**src/hdl/olst_pkg.sv**
```systemverilog
`timescale 1ns / 1ps
package olst_pkg;

  // default sizing of the list store
  localparam int DEF_LIST_CAPACITY = 64;
  localparam int DEF_ENTRY_WIDTH   = 32;

  // fixed field widths of the request and result
  localparam int ACT_W = 3;
  localparam int POS_W = 6;
  localparam int VAL_W = 32;
  localparam int LEN_W = 7;

  // action codes
  localparam logic [ACT_W-1:0] ACT_READ   = 3'd0;
  localparam logic [ACT_W-1:0] ACT_FIND   = 3'd1;
  localparam logic [ACT_W-1:0] ACT_INSERT = 3'd2;
  localparam logic [ACT_W-1:0] ACT_REMOVE = 3'd3;
  localparam logic [ACT_W-1:0] ACT_CLEAR  = 3'd4;

  // status codes
  localparam logic STATUS_OK  = 1'b0;
  localparam logic STATUS_ERR = 1'b1;

  typedef struct packed {
    logic [ACT_W-1:0]        action;
    logic [POS_W-1:0]        position;
    logic signed [VAL_W-1:0] value_in;
  } request_t;

  typedef struct packed {
    logic                    status;
    logic signed [VAL_W-1:0] value_out;
    logic [POS_W-1:0]        found_position;
    logic [LEN_W-1:0]        list_length;
  } result_t;

endpackage

```
**src/hdl/olst_mem.sv**
```systemverilog
`timescale 1ns / 1ps
module olst_mem import olst_pkg::*; #(
  parameter int DEPTH = DEF_LIST_CAPACITY,
  parameter int WIDTH = DEF_ENTRY_WIDTH,
  localparam int AW = (DEPTH > 1) ? $clog2(DEPTH) : 1
) (
  input  logic             clk,
  input  logic             we,
  input  logic [AW-1:0]    waddr,
  input  logic [WIDTH-1:0] wdata,
  input  logic [AW-1:0]    raddr,
  output logic [WIDTH-1:0] rdata
);

  logic [WIDTH-1:0] mem [DEPTH];

  // one write port
  always_ff @(posedge clk) begin
    if (we) begin
      mem[waddr] <= wdata;
    end
  end

  // one registered read port
  always_ff @(posedge clk) begin
    rdata <= mem[raddr];
  end

endmodule

```
**src/hdl/olst_seq.sv**
```systemverilog
`timescale 1ns / 1ps
module olst_seq import olst_pkg::*; #(
  parameter int LIST_CAPACITY = DEF_LIST_CAPACITY,
  parameter int ENTRY_WIDTH   = DEF_ENTRY_WIDTH,
  localparam int AW = (LIST_CAPACITY > 1) ? $clog2(LIST_CAPACITY) : 1
) (
  input  logic                   clk,
  input  logic                   rst,
  input  logic                   start,
  input  request_t               cmd,
  output logic                   idle,
  output logic                   done,
  input  logic                   taken,
  output result_t                res,
  output logic                   mem_we,
  output logic [AW-1:0]          mem_waddr,
  output logic [ENTRY_WIDTH-1:0] mem_wdata,
  output logic [AW-1:0]          mem_raddr,
  input  logic [ENTRY_WIDTH-1:0] mem_rdata
);

  localparam int CW    = $clog2(LIST_CAPACITY + 1);
  localparam int CMP_W = (CW > POS_W) ? CW : POS_W;
  localparam logic [CW-1:0] CAP_C = CW'(LIST_CAPACITY);
  localparam logic [CW-1:0] ONE_C = CW'(1);
  localparam logic [AW-1:0] ONE_A = AW'(1);

  typedef enum logic [7:0] {
    S_IDLE = 8'b0000_0001,
    S_READ = 8'b0000_0010,
    S_FIND = 8'b0000_0100,
    S_UP   = 8'b0000_1000,
    S_PUT  = 8'b0001_0000,
    S_RM   = 8'b0010_0000,
    S_DN   = 8'b0100_0000,
    S_DONE = 8'b1000_0000
  } state_t;

  state_t                   state, state_next;
  logic [CW-1:0]            count, count_next;
  logic [AW-1:0]            idx, idx_next;
  logic [POS_W-1:0]         pos, pos_next;
  logic [ENTRY_WIDTH-1:0]   val, val_next;
  logic                     status, status_next;
  logic [VAL_W-1:0]         vout, vout_next;
  logic [POS_W-1:0]         fpos, fpos_next;

  logic [ENTRY_WIDTH-1:0]   cmd_val;
  logic [AW-1:0]            cmd_addr;
  logic [CMP_W-1:0]         cmd_pos_ext, count_ext;
  logic [CW-1:0]            idx_plus1;
  logic [AW-1:0]            idx_m1;

  // stored entry sign-extended or cut to the result width
  function automatic logic [VAL_W-1:0] widen(input logic [ENTRY_WIDTH-1:0] e);
    widen = VAL_W'($signed(e));
  endfunction

  // request decode helpers
  assign cmd_val     = ENTRY_WIDTH'(cmd.value_in);
  assign cmd_addr    = AW'(cmd.position);
  assign cmd_pos_ext = CMP_W'(cmd.position);
  assign count_ext   = CMP_W'(count);
  assign idx_plus1   = CW'(idx) + ONE_C;
  assign idx_m1      = idx - ONE_A;

  // sequencer and memory port control
  always_comb begin
    state_next  = state;
    count_next  = count;
    idx_next    = idx;
    pos_next    = pos;
    val_next    = val;
    status_next = status;
    vout_next   = vout;
    fpos_next   = fpos;
    mem_we      = 1'b0;
    mem_waddr   = idx;
    mem_wdata   = mem_rdata;
    mem_raddr   = idx;
    case (state)
      S_IDLE: begin
        if (start) begin
          pos_next    = cmd.position;
          val_next    = cmd_val;
          status_next = STATUS_ERR;
          vout_next   = '0;
          fpos_next   = '0;
          state_next  = S_DONE;
          case (cmd.action)
            ACT_READ: begin
              if (cmd_pos_ext < count_ext) begin
                mem_raddr  = cmd_addr;
                state_next = S_READ;
              end
            end
            ACT_FIND: begin
              if (count != '0) begin
                mem_raddr  = '0;
                idx_next   = '0;
                state_next = S_FIND;
              end
            end
            ACT_INSERT: begin
              if (count < CAP_C && cmd_pos_ext <= count_ext) begin
                if (cmd_pos_ext == count_ext) begin
                  // append needs no shift
                  mem_we      = 1'b1;
                  mem_waddr   = cmd_addr;
                  mem_wdata   = cmd_val;
                  count_next  = count + ONE_C;
                  status_next = STATUS_OK;
                end else begin
                  mem_raddr  = AW'(count - ONE_C);
                  idx_next   = AW'(count);
                  state_next = S_UP;
                end
              end
            end
            ACT_REMOVE: begin
              if (cmd_pos_ext < count_ext) begin
                mem_raddr  = cmd_addr;
                state_next = S_RM;
              end
            end
            ACT_CLEAR: begin
              count_next  = '0;
              status_next = STATUS_OK;
            end
            default: begin
            end
          endcase
        end
      end
      S_READ: begin
        vout_next   = widen(mem_rdata);
        status_next = STATUS_OK;
        state_next  = S_DONE;
      end
      // compare one entry per cycle against the search value
      S_FIND: begin
        mem_raddr = idx + ONE_A;
        if (mem_rdata == val) begin
          fpos_next   = POS_W'(idx);
          status_next = STATUS_OK;
          state_next  = S_DONE;
        end else if (idx_plus1 == count) begin
          state_next = S_DONE;
        end else begin
          idx_next = idx + ONE_A;
        end
      end
      // move entries up one place, from the top down
      S_UP: begin
        mem_we    = 1'b1;
        mem_waddr = idx;
        mem_wdata = mem_rdata;
        mem_raddr = idx - AW'(2);
        if (CMP_W'(idx_m1) == CMP_W'(pos)) begin
          state_next = S_PUT;
        end else begin
          idx_next = idx_m1;
        end
      end
      S_PUT: begin
        mem_we      = 1'b1;
        mem_waddr   = AW'(pos);
        mem_wdata   = val;
        count_next  = count + ONE_C;
        status_next = STATUS_OK;
        state_next  = S_DONE;
      end
      // capture the removed entry, then start the downward move or, for the last entry, finish
      S_RM: begin
        vout_next   = widen(mem_rdata);
        status_next = STATUS_OK;
        mem_raddr   = AW'(pos) + ONE_A;
        idx_next    = AW'(pos) + ONE_A;
        if (CW'(pos) + ONE_C == count) begin
          count_next = count - ONE_C;
          state_next = S_DONE;
        end else begin
          state_next = S_DN;
        end
      end
      // move entries down one place, from the bottom up
      S_DN: begin
        mem_we    = 1'b1;
        mem_waddr = idx_m1;
        mem_wdata = mem_rdata;
        mem_raddr = idx + ONE_A;
        if (idx_plus1 == count) begin
          count_next = count - ONE_C;
          state_next = S_DONE;
        end else begin
          idx_next = idx + ONE_A;
        end
      end
      S_DONE: begin
        if (taken) begin
          state_next = S_IDLE;
        end
      end
      default: begin
        state_next = S_IDLE;
      end
    endcase
  end

  // control state
  always_ff @(posedge clk) begin
    if (rst) begin
      state <= S_IDLE;
      count <= '0;
    end else begin
      state <= state_next;
      count <= count_next;
    end
  end

  // working registers
  always_ff @(posedge clk) begin
    idx    <= idx_next;
    pos    <= pos_next;
    val    <= val_next;
    status <= status_next;
    vout   <= vout_next;
    fpos   <= fpos_next;
  end

  // status toward the top level
  assign idle               = (state == S_IDLE);
  assign done               = (state == S_DONE);
  assign res.status         = status;
  assign res.value_out      = vout;
  assign res.found_position = fpos;
  assign res.list_length    = LEN_W'(count);

endmodule

```
**src/hdl/ordered_array_list_unit.sv**
```systemverilog
`timescale 1ns / 1ps
// Ordered list of signed words with its length, one request at a time.
// Request channel: request_valid, request_stall, request (action, position,
// value_in). Result channel: result_valid, result_stall, result (status,
// value_out, found_position, list_length). A request is taken when valid is
// high and stall is low; request_stall stays high while a request is worked.
// With n the length before the request and p the position: clear, append
// and refused requests finish without walking the entries, read fetches
// the entry, find walks from position 0 to a match or the end, remove
// reads entry p and moves the entries above it down one place, and insert
// below the end moves entries n-1 down to p up one place. The entry walk
// of find, insert and remove goes one entry per cycle through the single
// read and single write port of the store; the sequencer is idle again as
// the result is loaded, and the next request is taken in the cycle after.
// Reset empties the list and drops any held result; entry contents are not
// cleared and are only ever used after being written.
// A stalled result is held in the output register; the finished request
// waits in the sequencer, and no new request is taken until it moves out.
module ordered_array_list_unit import olst_pkg::*; #(
  parameter int LIST_CAPACITY = DEF_LIST_CAPACITY,
  parameter int ENTRY_WIDTH   = DEF_ENTRY_WIDTH
) (
  input  logic     clk,
  input  logic     rst,
  input  logic     request_valid,
  output logic     request_stall,
  input  request_t request,
  output logic     result_valid,
  input  logic     result_stall,
  output result_t  result
);

  localparam int AW = (LIST_CAPACITY > 1) ? $clog2(LIST_CAPACITY) : 1;

  logic                   seq_idle;
  logic                   seq_done;
  logic                   taken;
  result_t                seq_res;
  logic                   mem_we;
  logic [AW-1:0]          mem_waddr;
  logic [ENTRY_WIDTH-1:0] mem_wdata;
  logic [AW-1:0]          mem_raddr;
  logic [ENTRY_WIDTH-1:0] mem_rdata;

  // request side
  assign request_stall = !seq_idle;

  // result register loads when empty or being drained
  assign taken = seq_done && (!result_valid || !result_stall);

  always_ff @(posedge clk) begin
    if (rst) begin
      result_valid <= 1'b0;
    end else if (taken) begin
      result_valid <= 1'b1;
    end else if (!result_stall) begin
      result_valid <= 1'b0;
    end
  end

  always_ff @(posedge clk) begin
    if (taken) begin
      result <= seq_res;
    end
  end

  olst_seq #(
    .LIST_CAPACITY (LIST_CAPACITY),
    .ENTRY_WIDTH   (ENTRY_WIDTH)
  ) u_seq (
    .clk       (clk),
    .rst       (rst),
    .start     (request_valid && seq_idle),
    .cmd       (request),
    .idle      (seq_idle),
    .done      (seq_done),
    .taken     (taken),
    .res       (seq_res),
    .mem_we    (mem_we),
    .mem_waddr (mem_waddr),
    .mem_wdata (mem_wdata),
    .mem_raddr (mem_raddr),
    .mem_rdata (mem_rdata)
  );

  olst_mem #(
    .DEPTH (LIST_CAPACITY),
    .WIDTH (ENTRY_WIDTH)
  ) u_mem (
    .clk   (clk),
    .we    (mem_we),
    .waddr (mem_waddr),
    .wdata (mem_wdata),
    .raddr (mem_raddr),
    .rdata (mem_rdata)
  );

endmodule
```
**config.mk**
```make
export PLATFORM = sky130hd
export DESIGN_NAME = ordered_array_list_unit
export DESIGN_NICKNAME = d
export VERILOG_FILES = /design/src/hdl/olst_pkg.sv /design/src/hdl/olst_mem.sv /design/src/hdl/olst_seq.sv /design/src/hdl/ordered_array_list_unit.sv
export SDC_FILE = /design/constraint.sdc
export NUM_CORES = 2
export LEC_CHECK = 0
export ABC_AREA = 1
export BUFFER_PORTS_ARGS = -buffer_cell sky130_fd_sc_hd__buf_2
export CORE_MARGIN = 1.5
export CORE_UTILIZATION = 55
export DETAILED_ROUTE_END_ITERATION = 16
export HOLD_SLACK_MARGIN = 0.02
export PLACE_DENSITY = 0.76
export SLEW_MARGIN = 20
export SYNTH_ARGS = -nofsm -noshare
export SYNTH_HDL_FRONTEND = slang
export SYNTH_SLANG_ARGS = --single-unit
```
**constraint.sdc**
```tcl
create_clock -name clk -period 6.45 [get_ports clk]
set_input_delay 1.29 -clock clk [delete_from_list [all_inputs] [get_ports clk]]
set_output_delay 1.29 -clock clk [all_outputs]
set_load 0.02 [all_outputs]
```
==> Word-level counts from Yosys, hierarchy flattened <==
Memories as Yosys holds them, arrays and structs flattened. A register that Yosys moved wholly into a read port is not among the register bits.
Cells that the tools add are included.
{ "classes": {"addsub": 8, "magnitude_cmp": 3, "n_eq_ne": 31, "n_mux": 65, "reduce_logical": 27} }
{ "op_table": {"columns": ["operator", "count"], "rows": [
  ["$mux W32", 5],
  ["$pmux W32 S2", 2],
  ["$mux W6", 17],
  ["$mux W8", 11],
  ["$pmux W8 S7", 1],
  ["$pmux W6 S3", 2],
  ["$mux W7", 5],
  ["$eq A32 B32 Y1", 1],
  ["$pmux W8 S4", 1],
  ["$pmux W6 S5", 1],
  ["$pmux W7 S4", 1],
  ["$pmux W6 S2", 2],
  ["$pmux W6 S4", 1],
  ["$add A6 B1 Y7 const B", 2],
  ["$eq A7 B7 Y1", 2],
  ["$ne A2 B1 Y1 const B", 7],
  ["$pmux W7 S2", 1],
  ["$reduce_and A7 Y1", 2],
  ["$add A6 B1 Y6 const B", 2],
  ["$mux W1", 12],
  ["$reduce_and A3 Y1", 3],
  ["$eq A8 B1 Y1 const B", 1],
  ["$eq A8 B2 Y1 const B", 1],
  ["$eq A8 B3 Y1 const B", 1],
  ["35 further kinds", 50]
]} }
{ "totals": {"reg_bits": 145, "ramBits": 2048, "in_bits": 45, "output_inout_bits": 48, "elab_cells": 148, "mem_count": 1} }
{ "memory_table": {"columns": ["name", "words", "word_bits", "rd", "rd_clocked_by_memory_dff", "wr", "line", "text"], "rows": [
  ["u_mem.mem", 64, 32, 1, 1, 1, "olst_mem.sv:15", "logic [WIDTH-1:0] mem [DEPTH];"]
]} }

==> Longest topological paths before layout <==
{ "depth": {"ltp_word": 8, "depth_mapped": 26, "ltp_nobuf": 23} }

==> Hierarchy <==
A second synthesis with hierarchy kept.
{ "unflattened": {"hier_cells": 7751, "area_unflattened_um2": 91083.6} }
{ "by_module_without_submodules": {"columns": ["mod", "n_inst", "cells_each", "area_per_inst_um2", "seq_area_each_um2"], "rows": [
  ["olst_mem", 1, 6769, 82729.3, 62139.6],
  ["olst_seq", 1, 928, 6920.4, 2792.7],
  ["ordered_array_list_unit", 1, 54, 1433.9, 1401.3]
]} }

==> Worst setup path before layout <==
Ideal clock, no wire load.
{ "synth_timing": {"path_kind": "input-to-reg", "startpoint": "input request[36] (netlist name)", "endpoint": "memory u_mem.mem[0][15] (netlist name) (data pin)", "setup_time_ns": 0.567, "t_arrival_ns": 4.549, "required_ns": 5.883, "path_slack_ns": 1.334, "cell_stages": 11, "path_buffers": 2, "cell_sequence": "ha_1 -> nand2_1 -> nor2_2 -> nand2_1 -> nor2_1 -> nand2_1 -> inv_2 -> buf_2 -> buf_1 -> nor2_1 -> o221ai_1"} }
{ "synth_between": {"elab_chain_len": 6, "elab_cells_between_ends": 8, "cone_classes": "order compare: 1; eq/ne: 1; mux: 5; reduce/logical: 1"} }
{ "synth_lines": {"columns": ["item", "line", "text"], "rows": [
  ["from (decl)", "ordered_array_list_unit.sv:27", "input request_t request,"],
  ["$le A6 B7 Y1 or $eq A6 B7 Y1 (tied branches)", "olst_seq.sv:105, olst_seq.sv:106", null],
  ["$logic_and A1 B1 Y1 or $mux W32 (tied branches)", "olst_seq.sv:105, olst_seq.sv:106", null],
  ["$mux W32 (*)", "olst_seq.sv:105", "if (count < CAP_C && cmd_pos_ext <= count_ext) begin"],
  ["$mux W32 (*)", "olst_seq.sv:90", "case (cmd.action)"],
  ["$mux W32 (*)", "olst_seq.sv:83", "if (start) begin"],
  ["$pmux W32 S2 (*)", "olst_seq.sv:81", "case (state)"],
  ["via mem_wdata[15]", "ordered_array_list_unit.sv:41", "logic [ENTRY_WIDTH-1:0] mem_wdata;"],
  ["to (decl)", "olst_mem.sv:15", null]
]} }
Mark *: on every way through the listed nets, which the timed path passes. The rest lies on a longest branch.

==> Final worst setup path <==
{ "layout_timing": {"startpoint": "register u_seq.state[4]", "endpoint": "register u_mem.rdata[6], read port of u_mem.mem"} }
{ "layout_between": {"elab_chain_len": 4, "elab_cells_between_ends": 9, "cone_classes": "eq/ne: 5; mux: 2; reduce/logical: 2"} }
{ "layout_lines": {"columns": ["item", "line", "text"], "rows": [
  ["from (decl)", "olst_seq.sv:39", "state_t state, state_next;"],
  ["from (signal assigned)", "olst_seq.sv:216", "state <= state_next;"],
  ["$eq A8 B1 Y1", "olst_seq.sv:81, olst_seq.sv:232", null],
  ["$logic_and A1 B1 Y1", "ordered_array_list_unit.sv:73", ".start (request_valid && seq_idle),"],
  ["$mux W6", "olst_seq.sv:83", null],
  ["$pmux W6 S4 (*)", "olst_seq.sv:81", null],
  ["to (decl)", "olst_mem.sv:12", "output logic [WIDTH-1:0] rdata"]
]} }
Every way passes the cells marked *; elsewhere a longest branch is shown, timed or not.
A chain may end at the register's enable or synchronous reset.

==> results.json <==
{
  "cp-end-kind": "flip-flop",
  "finalNetCount": 8358,
  "cp_slowest_stage_delay_ps": 640,
  "synth_seq_cells": 2225,
  "max_slew_margin": 0.2048,
  "syn_area_um2": 94260,
  "die_w_um": 417.0,
  "dr.pass1.iters": 9,
  "finish.utilization": 0.6226,
  "start_util": 0.5549,
  "setup_ws_ps": 1003,
  "antenna_found_initial": 12,
  "grt_pass1_vias": 64450,
  "ir_worst_vdd_mv": 0.5956,
  "synth_top_area_share": 0.6936,
  "ys_top_cells_by_area": "edfxtp_1 (69%), nand3_1 (13%), nand2_1 (9.5%)",
  "route.detailed.drc": 0,
  "yosys-top-cells-count": "nand3_1 (2384), nand2_1 (2381), edfxtp_1 (2177)",
  "synth-edff-count": 2177,
  "tns_ps": 0,
  "numPortBuffers": 92,
  "hpwl_um": 150200,
  "power.density_nw_per_um2": 506.5,
  "clkTransAtPathRegs_ps": 70,
  "grt_usage": 0.3160,
  "r2r-end": "u_mem.rdata[6]",
  "drt-total-wl_um": 278700,
  "critical_path.cell_chain": "nor2_2 -> nand2_2 -> inv_2 -> nand4_1 -> inv_2 -> nor3_4 -> nand2_4 -> inv_2 -> nand2_8 -> nand2_8 -> buf_4 -> buf_12 -> buf_4 -> nand2_1 -> nand2_1 -> nand2_1 -> nand3_1 -> nand3_1 -> nand3_1 -> nand3_1 -> nand2_1",
  "avgSynthCellArea_um2": 11.30,
  "ant_nets": 0,
  "synthesis.nets": 8400,
  "arrival_ps": 6240,
  "area_growth_pct": 12.20,
  "ff2ff_setup_slack_ps": 1000,
  "cts_tree": "done",
  "path_max_fanout": 103,
  "ioPinCount": 93,
  "seq_area_frac_synth": 0.7038,
  "yosysTopAreaCell": "edfxtp_1",
  "finalMaxSlewViolations": 0,
  "core-area_um2": 169800,
  "crit_slowest_cell": "nand2_8",
  "clockRootBuffer": "clkbuf_16",
  "cts_resized": 0,
  "crit_type": "reg2reg",
  "die_area_um2": 173900,
  "required_ps": 7240,
  "min_path_cells": 0,
  "status": "completed",
  "cts.sinks": 2225,
  "cts_buffers": 208,
  "drv_cap": 0,
  "first_iter_violations": 11930,
  "htree_levels": 4,
  "grt_pass1_wl_um": 408800,
  "cts_hold_buf": 0,
  "reg2regPathDepth": 21,
  "drive_gt1_frac": 0.09372,
  "period_minus_slack_ps": 5447,
  "viasPerCell": 6.373,
  "ys_types": 51,
  "finalSetupViolations": 0,
  "clock-skew-final_ps": 31.64,
  "syn-instance-count": 8340,
  "fmax_ghz": 0.1836,
  "r2r_start": "u_seq.state[4]",
  "yosys_warnings": 0,
  "endpoint": "u_mem.rdata[6]",
  "postCtsSetupBuffers": 0,
  "cp-startpoint": "u_seq.state[4]",
  "synth_most_common_cell": "nand3_1",
  "period_share": 0.8445,
  "overflow": 0,
  "post-place-ws_ps": 802.8,
  "hold_slack_ps": 418.1,
  "grt_start_max_net_pins": 193,
  "hold_path_class": "reg2reg",
  "hold_viol": 0,
  "rows": 151,
  "wl_per_cell_um": 26.05,
  "rsz0062_at_grt": "no",
  "clk_latency_ps": 880,
  "synth_ff_type": "edfxtp_1",
  "dr_total_vias": 68180,
  "async_reset_ff_frac": 0,
  "leakagePower_uw": 0.03899,
  "tightest_slew_ps": 1193,
  "clockBufferDepth": 3,
  "gp_congestion": 0.9530,
  "die_h_um": 417.0,
  "crit_path_start_kind": "flip-flop"
}
state kept, by name, indices dropped and copies added (netlist names):
| register | count |
|---|---|
| result | 46 |
| result_valid | 1 |
| u_seq.count | 7 |
| u_mem.rdata | 32 |
| u_seq.status | 1 |
| u_seq.pos | 6 |
| u_seq.idx | 6 |
| u_seq.val | 32 |
| u_mem.mem | 2048 |
| u_seq.state | 8 |
| u_seq.fpos | 6 |
| u_seq.vout | 32 |
metrics by stage:
| step | area [um^2] | power, uW | std cells |
|---|---|---|---|
| 5_1_grt | 105700 | 55440 | 10700 |
| 6_report | 105800 | 53570 | 10700 |
| 4_1_cts | 105700 | 52830 | 10690 |
| 3_5_place_dp | 98910 | 40650 | 10300 |
| 3_3_place_gp | 98820 | 40150 | 10300 |
| 2_1_floorplan | 94260 | 32860 | 8340 |
cell type report:
class	count	area (um^2)
Antenna cell	9	22.52
Clock buffer	260	5555
Clock inverter	124	1212
Fill cell	12300	64100
Inverter	223	854.6
Multi-Input combinational cell	5300	25200
Sequential cell	2225	66330
Tap cell	2218	2775
Timing Repair Buffer	340	3799
layer usage:
layer | vias up | routed length [um] | part of all wire | global-route usage
met2 | 5241 | 125300 | 0.45 | 0.4772
met1 | 32740 | 99150 | 0.36 | 0.4274
met5 | - | 66 | 0.00024 | 0
met4 | 10 | 13930 | 0.050 | 0.1593
met3 | 715 | 40250 | 0.14 | 0.08017
li1 | 29470 | - | - | -
logic make-up after synthesis:
kind of cell    Yosys count  share of synthesized area
compound gates          215                    0.01499
xor+xnor                 48                   0.004460
fa+ha+maj                15                   0.001991
buf+inv                 815                    0.04023
flops                  2225                     0.7038
simple gates           5022                     0.2346
worst max-delay path, delay by kind of cell, from the launching register on:
kind | cells | cell delay (ps)
and+or+nand+nor | 15 | 3610
buffers and inverters | 6 | 1230
DFF | 1 | 410
cell usage in the layout, fill, tap and decap left out, types with 12 or more instances in the layout:
master / netlist / final
nand3_1: 2384 / 2384
nand2_1: 2381 / 2381
edfxtp_1: 2177 / 2177
clkbuf_16: 0 / 212
inv_1: 208 / 206
buf_4: 54 / 133
nor2_1: 180 / 116
buf_12: 0 / 110
buf_2: 348 / 92
nor2_4: 2 / 66
a21oi_1: 56 / 55
o21ai_0: 48 / 48
dfxtp_1: 48 / 48
clkinv_2: 0 / 44
clkbuf_1: 135 / 41
o211ai_1: 30 / 30
o221ai_4: 0 / 29
clkinv_1: 1 / 29
xnor2_1: 26 / 26
xor2_1: 22 / 22
bufinv_16: 0 / 19
nand4_1: 18 / 18
ha_1: 15 / 15
inv_2: 13 / 14
nor3_1: 13 / 13
nand3b_1: 13 / 13
inv_6: 0 / 12
clkinvlp_4: 0 / 12
worst min path at each step:
| stage | start | to |
|---|---|---|
| 2_1_floorplan | u_seq.fpos[3] | result[10] |
| 3_3_place_gp | u_seq.vout[16] | result[29] |
| 3_5_place_dp | u_seq.vout[4] | result[17] |
| 4_1_cts | u_seq.vout[18] | result[31] |
| 5_1_grt | u_seq.vout[16] | result[29] |
| 6_report | u_seq.vout[18] | result[31] |
report_power, final:
group          switching [uW]  internal (uW)  leakage (uW)
registers                 511          18900        0.0202
logic                   16500           5400        0.0155
clock network            5390           6880       0.00330
total                   22400          31200        0.0390
(Power assumes the default switching activity.)
